--- src/rtl/dtwa_pkg.sv ---
// ----------------------------------------------------------------------------
// Discovery table package
// Shared sizes, codes and controller/datapath interface types.
// ----------------------------------------------------------------------------
package dtwa_pkg;

  localparam int TABLE_ENTRIES = 16;
  localparam int IDX_W = (TABLE_ENTRIES > 1) ? $clog2(TABLE_ENTRIES) : 1;
  localparam int CNT_W = $clog2(TABLE_ENTRIES + 1);

  localparam int IP_W      = 32;
  localparam int PORT_W    = 16;
  localparam int LEN_W     = 11;
  localparam int WORD_W    = 32;
  localparam int MS_W      = 32;
  localparam int SLOT_W    = 4;
  localparam int ENTRIES_W = 5;
  localparam int REMOVED_W = 5;
  localparam int CFG_IDX_W = 2;
  localparam int CFG_DAT_W = 32;
  localparam int IN_DATA_W  = 128;
  localparam int OUT_DATA_W = 16;

  localparam logic [WORD_W-1:0] PROTOCOL_ID_RESET = '0;
  localparam logic [LEN_W-1:0]  MIN_BYTES_RESET   = LEN_W'(10);
  localparam logic [MS_W-1:0]   TIMEOUT_RESET     = MS_W'(5000);

  typedef enum logic [CFG_IDX_W-1:0] {
    REG_PROTOCOL_ID = 2'd0,
    REG_MIN_BYTES   = 2'd1,
    REG_TIMEOUT     = 2'd2
  } cfg_reg_t;

  typedef enum logic [2:0] {
    ST_TOO_SHORT = 3'd0,
    ST_BAD_PROTO = 3'd1,
    ST_REFRESHED = 3'd2,
    ST_ADDED     = 3'd3,
    ST_FULL      = 3'd4,
    ST_SWEEP     = 3'd5
  } status_t;

  typedef enum logic [1:0] {
    S_IDLE,
    S_SCAN,
    S_DONE
  } state_t;

  typedef struct packed {
    logic [IP_W-1:0]   ip;
    logic [PORT_W-1:0] port;
    logic [MS_W-1:0]   stamp;
  } entry_t;

  typedef struct packed {
    logic    load;
    logic    scan;
    logic    emit;
    status_t code;
  } ctrl_cmd_t;

  typedef struct packed {
    logic is_sweep;
    logic too_short;
    logic bad_proto;
    logic hit;
    logic free_found;
    logic chk_hit;
    logic chk_last;
    logic out_free;
  } dp_status_t;

endpackage

--- src/rtl/dtwa_ctrl.sv ---
// ----------------------------------------------------------------------------
// Discovery table controller
// Sequences load, table walk and result for one transaction at a time.
// ----------------------------------------------------------------------------
module dtwa_ctrl import dtwa_pkg::*; (
  input  logic       clk,
  input  logic       rst,
  input  logic       s_tvalid,
  output logic       s_tready,
  input  dp_status_t sts,
  output ctrl_cmd_t  cmd
);

  state_t state, state_next;

  always_ff @(posedge clk) begin
    if (rst) begin
      state <= S_IDLE;
    end else begin
      state <= state_next;
    end
  end

  always_comb begin
    state_next = state;
    s_tready   = 1'b0;
    cmd        = '{load: 1'b0, scan: 1'b0, emit: 1'b0, code: ST_TOO_SHORT};
    unique case (state)
      S_IDLE: begin
        s_tready = 1'b1;
        if (s_tvalid) begin
          cmd.load   = 1'b1;
          state_next = S_SCAN;
        end
      end
      S_SCAN: begin
        if (!sts.is_sweep && (sts.too_short || sts.bad_proto)) begin
          state_next = S_DONE;
        end else begin
          cmd.scan = 1'b1;
          if (sts.chk_hit || sts.chk_last) state_next = S_DONE;
        end
      end
      S_DONE: begin
        // length check wins over protocol check
        priority if (sts.is_sweep)   cmd.code = ST_SWEEP;
        else if (sts.too_short)      cmd.code = ST_TOO_SHORT;
        else if (sts.bad_proto)      cmd.code = ST_BAD_PROTO;
        else if (sts.hit)            cmd.code = ST_REFRESHED;
        else if (sts.free_found)     cmd.code = ST_ADDED;
        else                         cmd.code = ST_FULL;
        if (sts.out_free) begin
          cmd.emit   = 1'b1;
          state_next = S_IDLE;
        end
      end
      default: state_next = S_IDLE;
    endcase
  end

endmodule

--- src/rtl/dtwa_dpath.sv ---
// ----------------------------------------------------------------------------
// Discovery table datapath
// Config registers, item registers, entry memory, walk pipeline, result register.
// ----------------------------------------------------------------------------
module dtwa_dpath import dtwa_pkg::*; (
  input  logic                  clk,
  input  logic                  rst,
  input  logic                  cfg_valid,
  input  logic [CFG_IDX_W-1:0]  cfg_addr,
  input  logic [CFG_DAT_W-1:0]  cfg_data,
  input  logic                  s_tuser,
  input  logic [IN_DATA_W-1:0]  s_tdata,
  output logic                  m_tvalid,
  input  logic                  m_tready,
  output logic [2:0]            m_tuser,
  output logic [OUT_DATA_W-1:0] m_tdata,
  input  ctrl_cmd_t             cmd,
  output dp_status_t            sts
);

  localparam logic [IDX_W-1:0] LAST_IDX = IDX_W'(TABLE_ENTRIES - 1);

  logic [WORD_W-1:0] protocol_id;
  logic [LEN_W-1:0]  min_bytes;
  logic [MS_W-1:0]   timeout;

  logic              mode;
  logic [IP_W-1:0]   ip;
  logic [PORT_W-1:0] port;
  logic [LEN_W-1:0]  len;
  logic [WORD_W-1:0] word;
  logic [MS_W-1:0]   now;

  entry_t                   mem [TABLE_ENTRIES];
  entry_t                   rdata;
  logic [TABLE_ENTRIES-1:0] valid;
  logic [CNT_W-1:0]         count, count_next;

  logic [IDX_W-1:0] rd_idx, chk_idx, hit_idx, free_idx;
  logic             issued_all, chk_en, hit, free_found;
  logic [CNT_W-1:0] gone;

  logic [SLOT_W-1:0]    out_slot;
  logic [ENTRIES_W-1:0] out_entries;
  logic [REMOVED_W-1:0] out_removed;
  logic [2:0]           out_status;

  logic             chk_valid, key_match, chk_hit, chk_free, sweep_kill, adding;
  logic [MS_W-1:0]  age;
  logic             mem_we;
  logic [IDX_W-1:0] mem_waddr;
  logic [IDX_W-1:0] slot_sel;

  // configuration
  always_ff @(posedge clk) begin
    if (rst) begin
      protocol_id <= PROTOCOL_ID_RESET;
      min_bytes   <= MIN_BYTES_RESET;
      timeout     <= TIMEOUT_RESET;
    end else if (cfg_valid) begin
      unique case (cfg_addr)
        REG_PROTOCOL_ID: protocol_id <= cfg_data;
        REG_MIN_BYTES:   min_bytes   <= cfg_data[LEN_W-1:0];
        REG_TIMEOUT:     timeout     <= cfg_data;
        default: ;
      endcase
    end
  end

  // item capture
  always_ff @(posedge clk) begin
    if (cmd.load) begin
      mode <= s_tuser;
      ip   <= s_tdata[31:0];
      port <= s_tdata[47:32];
      len  <= s_tdata[58:48];
      word <= s_tdata[90:59];
      now  <= s_tdata[122:91];
    end
  end

  // check stage works on the entry read in the previous cycle
  assign chk_valid  = chk_en && valid[chk_idx];
  assign key_match  = (rdata.ip == ip) && (rdata.port == port);
  assign chk_hit    = chk_valid && !mode && key_match;
  assign chk_free   = chk_en && !valid[chk_idx] && !mode && !free_found;
  assign age        = now - rdata.stamp;
  assign sweep_kill = chk_valid && mode && (age > timeout);
  assign adding     = cmd.emit && (cmd.code == ST_ADDED);

  assign mem_we    = (cmd.scan && chk_hit) || adding;
  assign mem_waddr = adding ? free_idx : chk_idx;

  always_ff @(posedge clk) begin
    if (mem_we) mem[mem_waddr] <= '{ip: ip, port: port, stamp: now};
    if (cmd.scan && !issued_all) rdata <= mem[rd_idx];
  end

  // walk pipeline
  always_ff @(posedge clk) begin
    if (rst) begin
      issued_all <= 1'b0;
      chk_en     <= 1'b0;
      hit        <= 1'b0;
      free_found <= 1'b0;
      gone       <= '0;
      rd_idx     <= '0;
    end else if (cmd.load) begin
      issued_all <= 1'b0;
      chk_en     <= 1'b0;
      hit        <= 1'b0;
      free_found <= 1'b0;
      gone       <= '0;
      rd_idx     <= '0;
    end else if (cmd.scan) begin
      chk_en  <= !issued_all;
      chk_idx <= rd_idx;
      if (!issued_all) begin
        rd_idx <= rd_idx + IDX_W'(1);
        if (rd_idx == LAST_IDX) issued_all <= 1'b1;
      end
      if (chk_hit) begin
        hit     <= 1'b1;
        hit_idx <= chk_idx;
      end
      if (chk_free) begin
        free_found <= 1'b1;
        free_idx   <= chk_idx;
      end
      if (sweep_kill) gone <= gone + CNT_W'(1);
    end
  end

  always_comb begin
    count_next = count;
    if (adding) count_next = count + CNT_W'(1);
    else if (cmd.emit && cmd.code == ST_SWEEP) count_next = count - gone;
  end

  always_ff @(posedge clk) begin
    if (rst) begin
      valid <= '0;
      count <= '0;
    end else begin
      if (cmd.scan && sweep_kill) valid[chk_idx] <= 1'b0;
      if (adding) valid[free_idx] <= 1'b1;
      count <= count_next;
    end
  end

  // result register
  always_comb begin
    unique case (cmd.code)
      ST_REFRESHED: slot_sel = hit_idx;
      ST_ADDED:     slot_sel = free_idx;
      default:      slot_sel = '0;
    endcase
  end

  always_ff @(posedge clk) begin
    if (rst) begin
      m_tvalid <= 1'b0;
    end else if (cmd.emit) begin
      m_tvalid <= 1'b1;
    end else if (m_tready) begin
      m_tvalid <= 1'b0;
    end
  end

  always_ff @(posedge clk) begin
    if (cmd.emit) begin
      out_status  <= cmd.code;
      out_slot    <= SLOT_W'(slot_sel);
      out_entries <= ENTRIES_W'(count_next);
      out_removed <= (cmd.code == ST_SWEEP) ? REMOVED_W'(gone) : '0;
    end
  end

  assign m_tuser = out_status;
  assign m_tdata = {2'b00, out_removed, out_entries, out_slot};

  assign sts = '{
    is_sweep:   mode,
    too_short:  (len <= min_bytes),
    bad_proto:  (word != protocol_id),
    hit:        hit,
    free_found: free_found,
    chk_hit:    chk_hit,
    chk_last:   chk_en && (chk_idx == LAST_IDX),
    out_free:   !m_tvalid || m_tready
  };

endmodule

--- src/rtl/discovery_table_with_aging.sv ---
// ----------------------------------------------------------------------------
// Discovery table with aging
// Learns servers by source address and port from beacons and ages them out.
// ----------------------------------------------------------------------------
// Input stream: s_tuser = 0 for a beacon, 1 for a sweep; s_tdata carries
// address, port, length, protocol word and the current time in ms.
// Output stream: one result per input transaction, status in m_tuser,
// slot, entry count and removed count in m_tdata.
// Config channel: cfg_addr selects protocol word, minimum length or timeout;
// cfg_ready is always high. Write only while no transaction is in flight.
// One transaction is handled at a time. A dropped beacon skips the walk and
// goes straight to its result; a lookup, add or sweep walks the entry memory
// one entry a cycle through a registered read, and a lookup stops early on a
// hit. s_tready rises again the cycle after the result is loaded.
// The result sits in an output register; if m_tready is low the next
// transaction is still accepted and walked, and waits only to hand over.
// Reset empties the table (valid bits cleared at once) and restores the
// configuration defaults; no clearing pass is needed.
// ----------------------------------------------------------------------------
module discovery_table_with_aging import dtwa_pkg::*; (
  input  logic                  clk,
  input  logic                  rst,
  input  logic                  cfg_valid,
  output logic                  cfg_ready,
  input  logic [CFG_IDX_W-1:0]  cfg_addr,
  input  logic [CFG_DAT_W-1:0]  cfg_data,
  input  logic                  s_tvalid,
  output logic                  s_tready,
  // src_ip[31:0], src_port[47:32], packet_bytes[58:48], proto_word[90:59],
  // now_ms[122:91], zero fill above
  input  logic [IN_DATA_W-1:0]  s_tdata,
  input  logic                  s_tuser,   // mode[0]
  output logic                  m_tvalid,
  input  logic                  m_tready,
  // slot[3:0], entries[8:4], removed[13:9], zero fill above
  output logic [OUT_DATA_W-1:0] m_tdata,
  output logic [2:0]            m_tuser    // status[2:0]
);

  ctrl_cmd_t  cmd;
  dp_status_t sts;

  assign cfg_ready = 1'b1;

  dtwa_ctrl u_ctrl (
    .clk      (clk),
    .rst      (rst),
    .s_tvalid (s_tvalid),
    .s_tready (s_tready),
    .sts      (sts),
    .cmd      (cmd)
  );

  dtwa_dpath u_dpath (
    .clk       (clk),
    .rst       (rst),
    .cfg_valid (cfg_valid),
    .cfg_addr  (cfg_addr),
    .cfg_data  (cfg_data),
    .s_tuser   (s_tuser),
    .s_tdata   (s_tdata),
    .m_tvalid  (m_tvalid),
    .m_tready  (m_tready),
    .m_tuser   (m_tuser),
    .m_tdata   (m_tdata),
    .cmd       (cmd),
    .sts       (sts)
  );

  a_one_in_flight: assert property (@(posedge clk) disable iff (rst)
    (s_tvalid && s_tready) |=> !s_tready)
    else $error("second transaction accepted while one is in flight");

  a_emit_free: assert property (@(posedge clk) disable iff (rst)
    cmd.emit |-> sts.out_free)
    else $error("result loaded over one not yet taken");

  a_result_source: assert property (@(posedge clk) disable iff (rst)
    $rose(m_tvalid) |-> $past(cmd.emit))
    else $error("result appeared without an emit");

  a_removed_sweep: assert property (@(posedge clk) disable iff (rst)
    (m_tvalid && (m_tuser != ST_SWEEP)) |-> (m_tdata[13:9] == 5'd0))
    else $error("removed count on a beacon result");

endmodule

--- config.mk ---
export PLATFORM = sky130hd
export DESIGN_NAME = discovery_table_with_aging
export DESIGN_NICKNAME = d
export VERILOG_FILES = /design/src/rtl/dtwa_pkg.sv /design/src/rtl/dtwa_ctrl.sv /design/src/rtl/dtwa_dpath.sv /design/src/rtl/discovery_table_with_aging.sv
export SDC_FILE = /design/constraint.sdc
export NUM_CORES = 2
export LEC_CHECK = 0
export BUFFER_PORTS_ARGS = -buffer_cell sky130_fd_sc_hd__buf_4
export CORE_MARGIN = 1
export CORE_UTILIZATION = 33
export CTS_BUF_LIST = sky130_fd_sc_hd__clkbuf_2 sky130_fd_sc_hd__clkbuf_4 sky130_fd_sc_hd__clkbuf_8
export DETAILED_ROUTE_END_ITERATION = 10
export GPL_ROUTABILITY_DRIVEN = 0
export PLACE_DENSITY = 0.55
export SYNTH_ARGS = -nofsm -noshare
export SYNTH_HDL_FRONTEND = slang
export SYNTH_SLANG_ARGS = --single-unit
--- constraint.sdc ---
create_clock -name clk -period 9.9 [get_ports clk]
set_clock_uncertainty 0.05 [all_clocks]
set_input_delay 1.485 -clock clk [delete_from_list [all_inputs] [get_ports clk]]
set_output_delay 1.485 -clock clk [all_outputs]
set_load 0.005 [all_outputs]
# == Word-level counts from Yosys, hierarchy flattened ==
# Memory sizes are Yosys's and may differ from the RTL's. A register that Yosys moved wholly into a read port is not among the register bits.
# Cells that the tools add are included.
# totals
ram_bits,1280
mem_count,1
wordCells,137
in_bits,168
output_inout_bits,22
ff_bits,265
# memory_table
name,depth,width,rd,rd_ports_with_merged_regs,write_ports,line,rtl
u_dpath.mem,16,80,1,1,1,dtwa_dpath.sv:34,entry_t mem [TABLE_ENTRIES];
# op_classes
mux,36
n_bitwise,6
magnitude_cmp,6
n_reduce_logical,42
n_eq_ne,15
addsub,5
# op_table
cell,count
$mux 16,3
$eq 32x32->1,1
$gt 32x32->1,1
$ne 32x32->1,1
$sub 32x32->32,1
$logic_and 1x1->1,18
$and 16x16->16,1
$eq 16x16->1,1
$not 16->16,1
$or 16x16->16,1
$mux 1,15
$mux 3,5
$reduce_and 2->1,7
$le 11x11->1,1
$add 5x1->5 const B,2
$lt 4x5->1 const B,2
$mux 5,2
$demux 1 s4,2
$eq 4x4->1 const B,2
$ge 4x1->1 const B,2
$mux 2,4
$mux 4,2
$pmux 4 s2,1
$reduce_and 4->1,2
other kinds (17),32

# == Depth between registers and ports, before layout ==
# logic_depth
word_depth,11
ltp_mapped,22

# == Hierarchy ==
# A second synthesis with hierarchy kept.
# unflattened
cells_unflattened,3152
area_unflattened_um2,63510.9
# by_module_without_submodules
mod,instances,cells_per_inst,area_per_inst_um2
dtwa_dpath,1,3122,63310.7
dtwa_ctrl,1,28,188.9
discovery_table_with_aging,1,2,11.3

# == Least setup slack after synthesis ==
# No wires, ideal clock.
# synth_path
path_kind,register to register
from,register u_dpath.port[11]
to,"memory u_dpath.mem[2][0] (netlist name), enable pin"
setup_ns,0.640
t_required_ns,9.210
stages_incl_launch_ff,9
path_slack_ns,1.272
arrival_ns,7.938
cell_sequence,edfxtp_1 xor2_1 nor4_1 nand4_1 nor4_1 nand3_2 nor3_4 nand2_1 o32ai_1
# synth_via
elab_chain_cells,7
# synth_lines
element,line,rtl
from (decl),dtwa_dpath.sv:29,logic [PORT_W-1:0] port;
from (signal assigned),dtwa_dpath.sv:75,port <= s_tdata[47:32];
$eq 16x16->1,dtwa_dpath.sv:84,assign key_match = (rdata.ip == ip) && (rdata.port == port);
$logic_and 1x1->1,dtwa_dpath.sv:84,
$logic_and 1x1->1,dtwa_dpath.sv:85,assign chk_hit = chk_valid && !mode && key_match;
$logic_and 1x1->1,dtwa_dpath.sv:91,assign mem_we = (cmd.scan && chk_hit) || adding;
$logic_or 1x1->1,dtwa_dpath.sv:91,
$mux 1,dtwa_dpath.sv:95,"if (mem_we) mem[mem_waddr] <= '{ip: ip, port: port, stamp: now};"
$mux 1 (implied by the code),dtwa_dpath.sv:95,
to (decl),dtwa_dpath.sv:34,
# No other way between the ends.

# == Final worst setup path ==
# layout_path
from,register u_dpath.now[0]
to,register u_dpath.valid[4]
# layout_via
elab_chain_cells,8
# layout_lines
element,line,rtl
from (decl),dtwa_dpath.sv:32,logic [MS_W-1:0] now;
from (signal assigned),dtwa_dpath.sv:78,now <= s_tdata[122:91];
$sub 32x32->32 *,dtwa_dpath.sv:87,assign age = now - rdata.stamp;
$gt 32x32->1 *,dtwa_dpath.sv:88,assign sweep_kill = chk_valid && mode && (age > timeout);
$logic_and 1x1->1 *,dtwa_dpath.sv:88,
$logic_and 1x1->1 *,dtwa_dpath.sv:145,if (cmd.scan && sweep_kill) valid[chk_idx] <= 1'b0;
$mux 16 *,dtwa_dpath.sv:145,
$mux 16 *,dtwa_dpath.sv:141,if (rst) begin
$or 16x16->16 (no line),--,
$mux 16 *,dtwa_dpath.sv:146,if (adding) valid[free_idx] <= 1'b1;
to (signal assigned),dtwa_dpath.sv:142,valid <= '0;
"to (signal, indexed assignment)",dtwa_dpath.sv:145,
"to (signal, indexed assignment)",dtwa_dpath.sv:146,
to (decl),dtwa_dpath.sv:36,logic [TABLE_ENTRIES-1:0] valid;
# Every way passes the cells marked *; elsewhere a longest branch is shown, timed or not. The select of a mux whose other input is x is not followed.
# A chain may end at the register's enable or synchronous reset.

==> flow_summary.yaml <==
cts:
  ctsHtreeMaxLevel: 5
  hold_buffers: 0
  cts.sinks: 1625
  clk_latency_ns: 1.01
  cts_resized: 0
  cts_buffers: 286
  clock_path_buffers: 4
  cts_tree: "built"
  cts.clk_slew.worst_paths_ns: 0.06
  cts-root-buf: "clkbuf_8"
  cts_setup_buffers: 0
timing:
  period_share: 0.649
  maxSlewViolCount: 0
  finalCriticalPeriod_ns: 6.42
  tightest_slew_ns: 1.15
  fmax_mhz: 156
  relSlewSlack: 0.235
  rsz0062_at_grt: "false"
  fin_tns_setup_ns: 0
  finalHoldViolations: 0
  hold_ws_ns: 0.408
  setup_violations: 0
yosys:
  async_flop_share: 0
  synth_edf_count: 1513
  synth_seq_area_share: 0.750
  synth.distinct_cells: 83
  synth_cells: 3149
  ys_ff_latch: 1625
  mappedNetlistArea_um2: 63600
  ys.flop_type: "edfxtp_1"
  synth.avg_cell_area_um2: 20.2
  yosysWarnings: 0
worst_setup_path:
  startpoint_type: "flop"
  end_kind: "flop"
  path_cells: "inv_1 -> ha_1 -> inv_1 -> fa_1 -> a211oi_1 -> nor2_1 -> o2111ai_1 -> nand3_1 -> a311oi_1 -> o21bai_1 -> a21oi_1 -> xnor2_1 -> ha_1 -> nand4_1 -> nor4_1 -> a21bo_1 -> a41o_1 -> a21oi_2 -> nand3_1 -> a32o_1"
  slowest_stage: "nor4_1"
  critPathRequiredTime_ns: 10.67
  path_max_fanout: 17
  slowest_delay_ns: 0.83
  cp_num_buf_inv: 2
  crit_arrival_ns: 7.19
  worstSetupPathType: "reg -> reg"
  crit_family: "compound AO/OA/AOI/OAI gates"
power_and_ir_drop:
  seq_power_share: 0.550
  combPwrFrac: 0.035
  cellPowerDensity_nw_per_um2: 191
  p_sw_frac: 0.218
  ir_worst_vdd_mv: 0.113
  pwr-share-clk: 0.414
  switchingPower_mw: 3.05
  power.internal_mw: 11.0
  p_leak_nw: 23.0
floorplan:
  initial_core_util: 0.333
  io_pins: 190
  core_um2: 191000
  dieWidth_um: 441
  die_area_um2: 194000
  dieHeight_um: 441
  fp-row-count: 160
final_layout:
  stdcell_count: 6226
  layout_common_cells: "edfxtp_1, mux4_2, clkbuf_8"
  final_common_cell: "edfxtp_1"
  drive_gt1_frac: 0.295
  area.growth.synth_to_final_pct: 15.4
  utilization: 0.385
  final_area_um2: 73400
  nNetsFinal: 3780
global_route:
  grt_pass1_vias: 32600
  grt-ovfl-total: 0
  grt.met2_usage: 0.259
  grt_pass1_wl_um: 224000
  antenna_found_initial: 6
  use_met3: 0.0305
  grt_max_degree: 139
  grt.busiest_layer: "met2"
  grt.met1_usage: 0.212
  grt_usage: 0.158
place:
  place_inst: 5752
  dp.final_hpwl_um: 79500
  postPlaceCellArea_um2: 68200
  portBuffers: 181
route:
  vias: 31200
  first_pass_iters: 5
  drt-total-wl_um: 154000
  antenna_left: 0
  drc: 0
  viasPerCell: 5.01
  drt_iter0_markers: 2409
  wire_per_inst_um: 24.7
run:
  maxCapViolCount: 0
outcome:
  run_status: "complete, no violations"
worst_hold_path:
  hold_path_class: "reg -> reg"
[sequential cells by signal (all words and copies together), names as in the netlist, 2 cells and up]
name                 cells
u_dpath.valid           16
u_dpath.ip              32
u_dpath.m_tuser          3
u_dpath.hit_idx          4
u_dpath.mem           1280
u_dpath.rd_idx           4
u_dpath.now             32
u_dpath.min_bytes       11
u_ctrl.state             2
u_dpath.len             11
u_dpath.out_slot         4
u_dpath.count            5
u_dpath.out_removed      5
u_dpath.gone             5
u_dpath.chk_idx          4
u_dpath.word            32
u_dpath.out_entries      5
u_dpath.port            16
u_dpath.free_idx         4
u_dpath.timeout         32
u_dpath.protocol_id     32
u_dpath.rdata           80
[logic make-up (layout without fill, tap and decap cells)]
kind of cell / Yosys count / in the layout / share of synthesized area
flops: 1625 / 1625 / 0.750
buf+inv: 232 / 795 / 0.0153
fa+ha+maj: 83 / 83 / 0.0166
compound gates: 267 / 267 / 0.0271
mux: 408 / 408 / 0.144
xor+xnor: 114 / 114 / 0.0157
simple gates: 418 / 418 / 0.0317
other cells: 2 / 5 / 0.000118
[cell usage after synthesis (28+ instances only)]
| library cell | n | area share |
|---|---|---|
| mux4_2 | 405 | 0.14 |
| xnor2_1 | 42 | 0.0058 |
| buf_2 | 28 | 0.0022 |
| xor2_1 | 72 | 0.0099 |
| nand2_1 | 181 | 0.011 |
| clkbuf_1 | 80 | 0.0047 |
| dfxtp_1 | 112 | 0.035 |
| edfxtp_1 | 1513 | 0.71 |
| nor2_1 | 69 | 0.0041 |
| ha_1 | 81 | 0.016 |
| inv_1 | 99 | 0.0058 |
| nand3_1 | 30 | 0.0024 |
| a21oi_1 | 114 | 0.0090 |
[metrics by stage]
step	setup WS, ns	total power [mW]
after floorplan	1.27	8.12
after global placement	3.48	8.34
final	3.48	14.0
after CTS	3.36	14.2
after detailed placement	3.46	8.36
after global routing	3.02	14.5
[worst min-delay path, stage by stage (launching register included)]
cell and delay (ns):
dfxtp_1 0.31, nand2_1 0.05, a21oi_1 0.05
[cell type report]
class                   count  area, um^2
inverters                  99         372
well taps                2511        3140
clock inverters            89         489
repair buffers            224        1840
clock buffers             383        4710
fillers                 17300      117000
flip-flops and latches   1625       47700
diodes                      2        5.00
multi-input cells        1293       15200
[metal layers]
layer | part of all wire | wire length [um] | vias to the layer above
met5 | 0.000084 | 13 | -
met4 | 0.021 | 3270 | 2
met3 | 0.053 | 8200 | 282
met2 | 0.49 | 75300 | 890
met1 | 0.44 | 67300 | 16500
li1 | - | - | 13600
[power by group through the flow]
stage	sequential (mW)	clock, mW	combinational (mW)
finish	7.71	5.80	0.492
global route	7.72	6.26	0.541
CTS	7.71	5.97	0.506
detailed placement	7.85	0	0.504
global placement	7.84	0	0.501
floorplan	7.80	0	0.316
[path summary, 6_finish.rpt]
path | start | endpoint | slack, ns | cells past startpoint
max | u_dpath.now[0] | u_dpath.valid[4] | 3.48 | 20
min | u_dpath.min_bytes[0] | u_dpath.min_bytes[0] | 0.41 | 2
max reg2reg | u_dpath.now[0] | u_dpath.valid[4] | 3.48 | 20
min reg2reg | u_dpath.min_bytes[0] | u_dpath.min_bytes[0] | 0.41 | 2
Power figures use the tool's default switching activity.
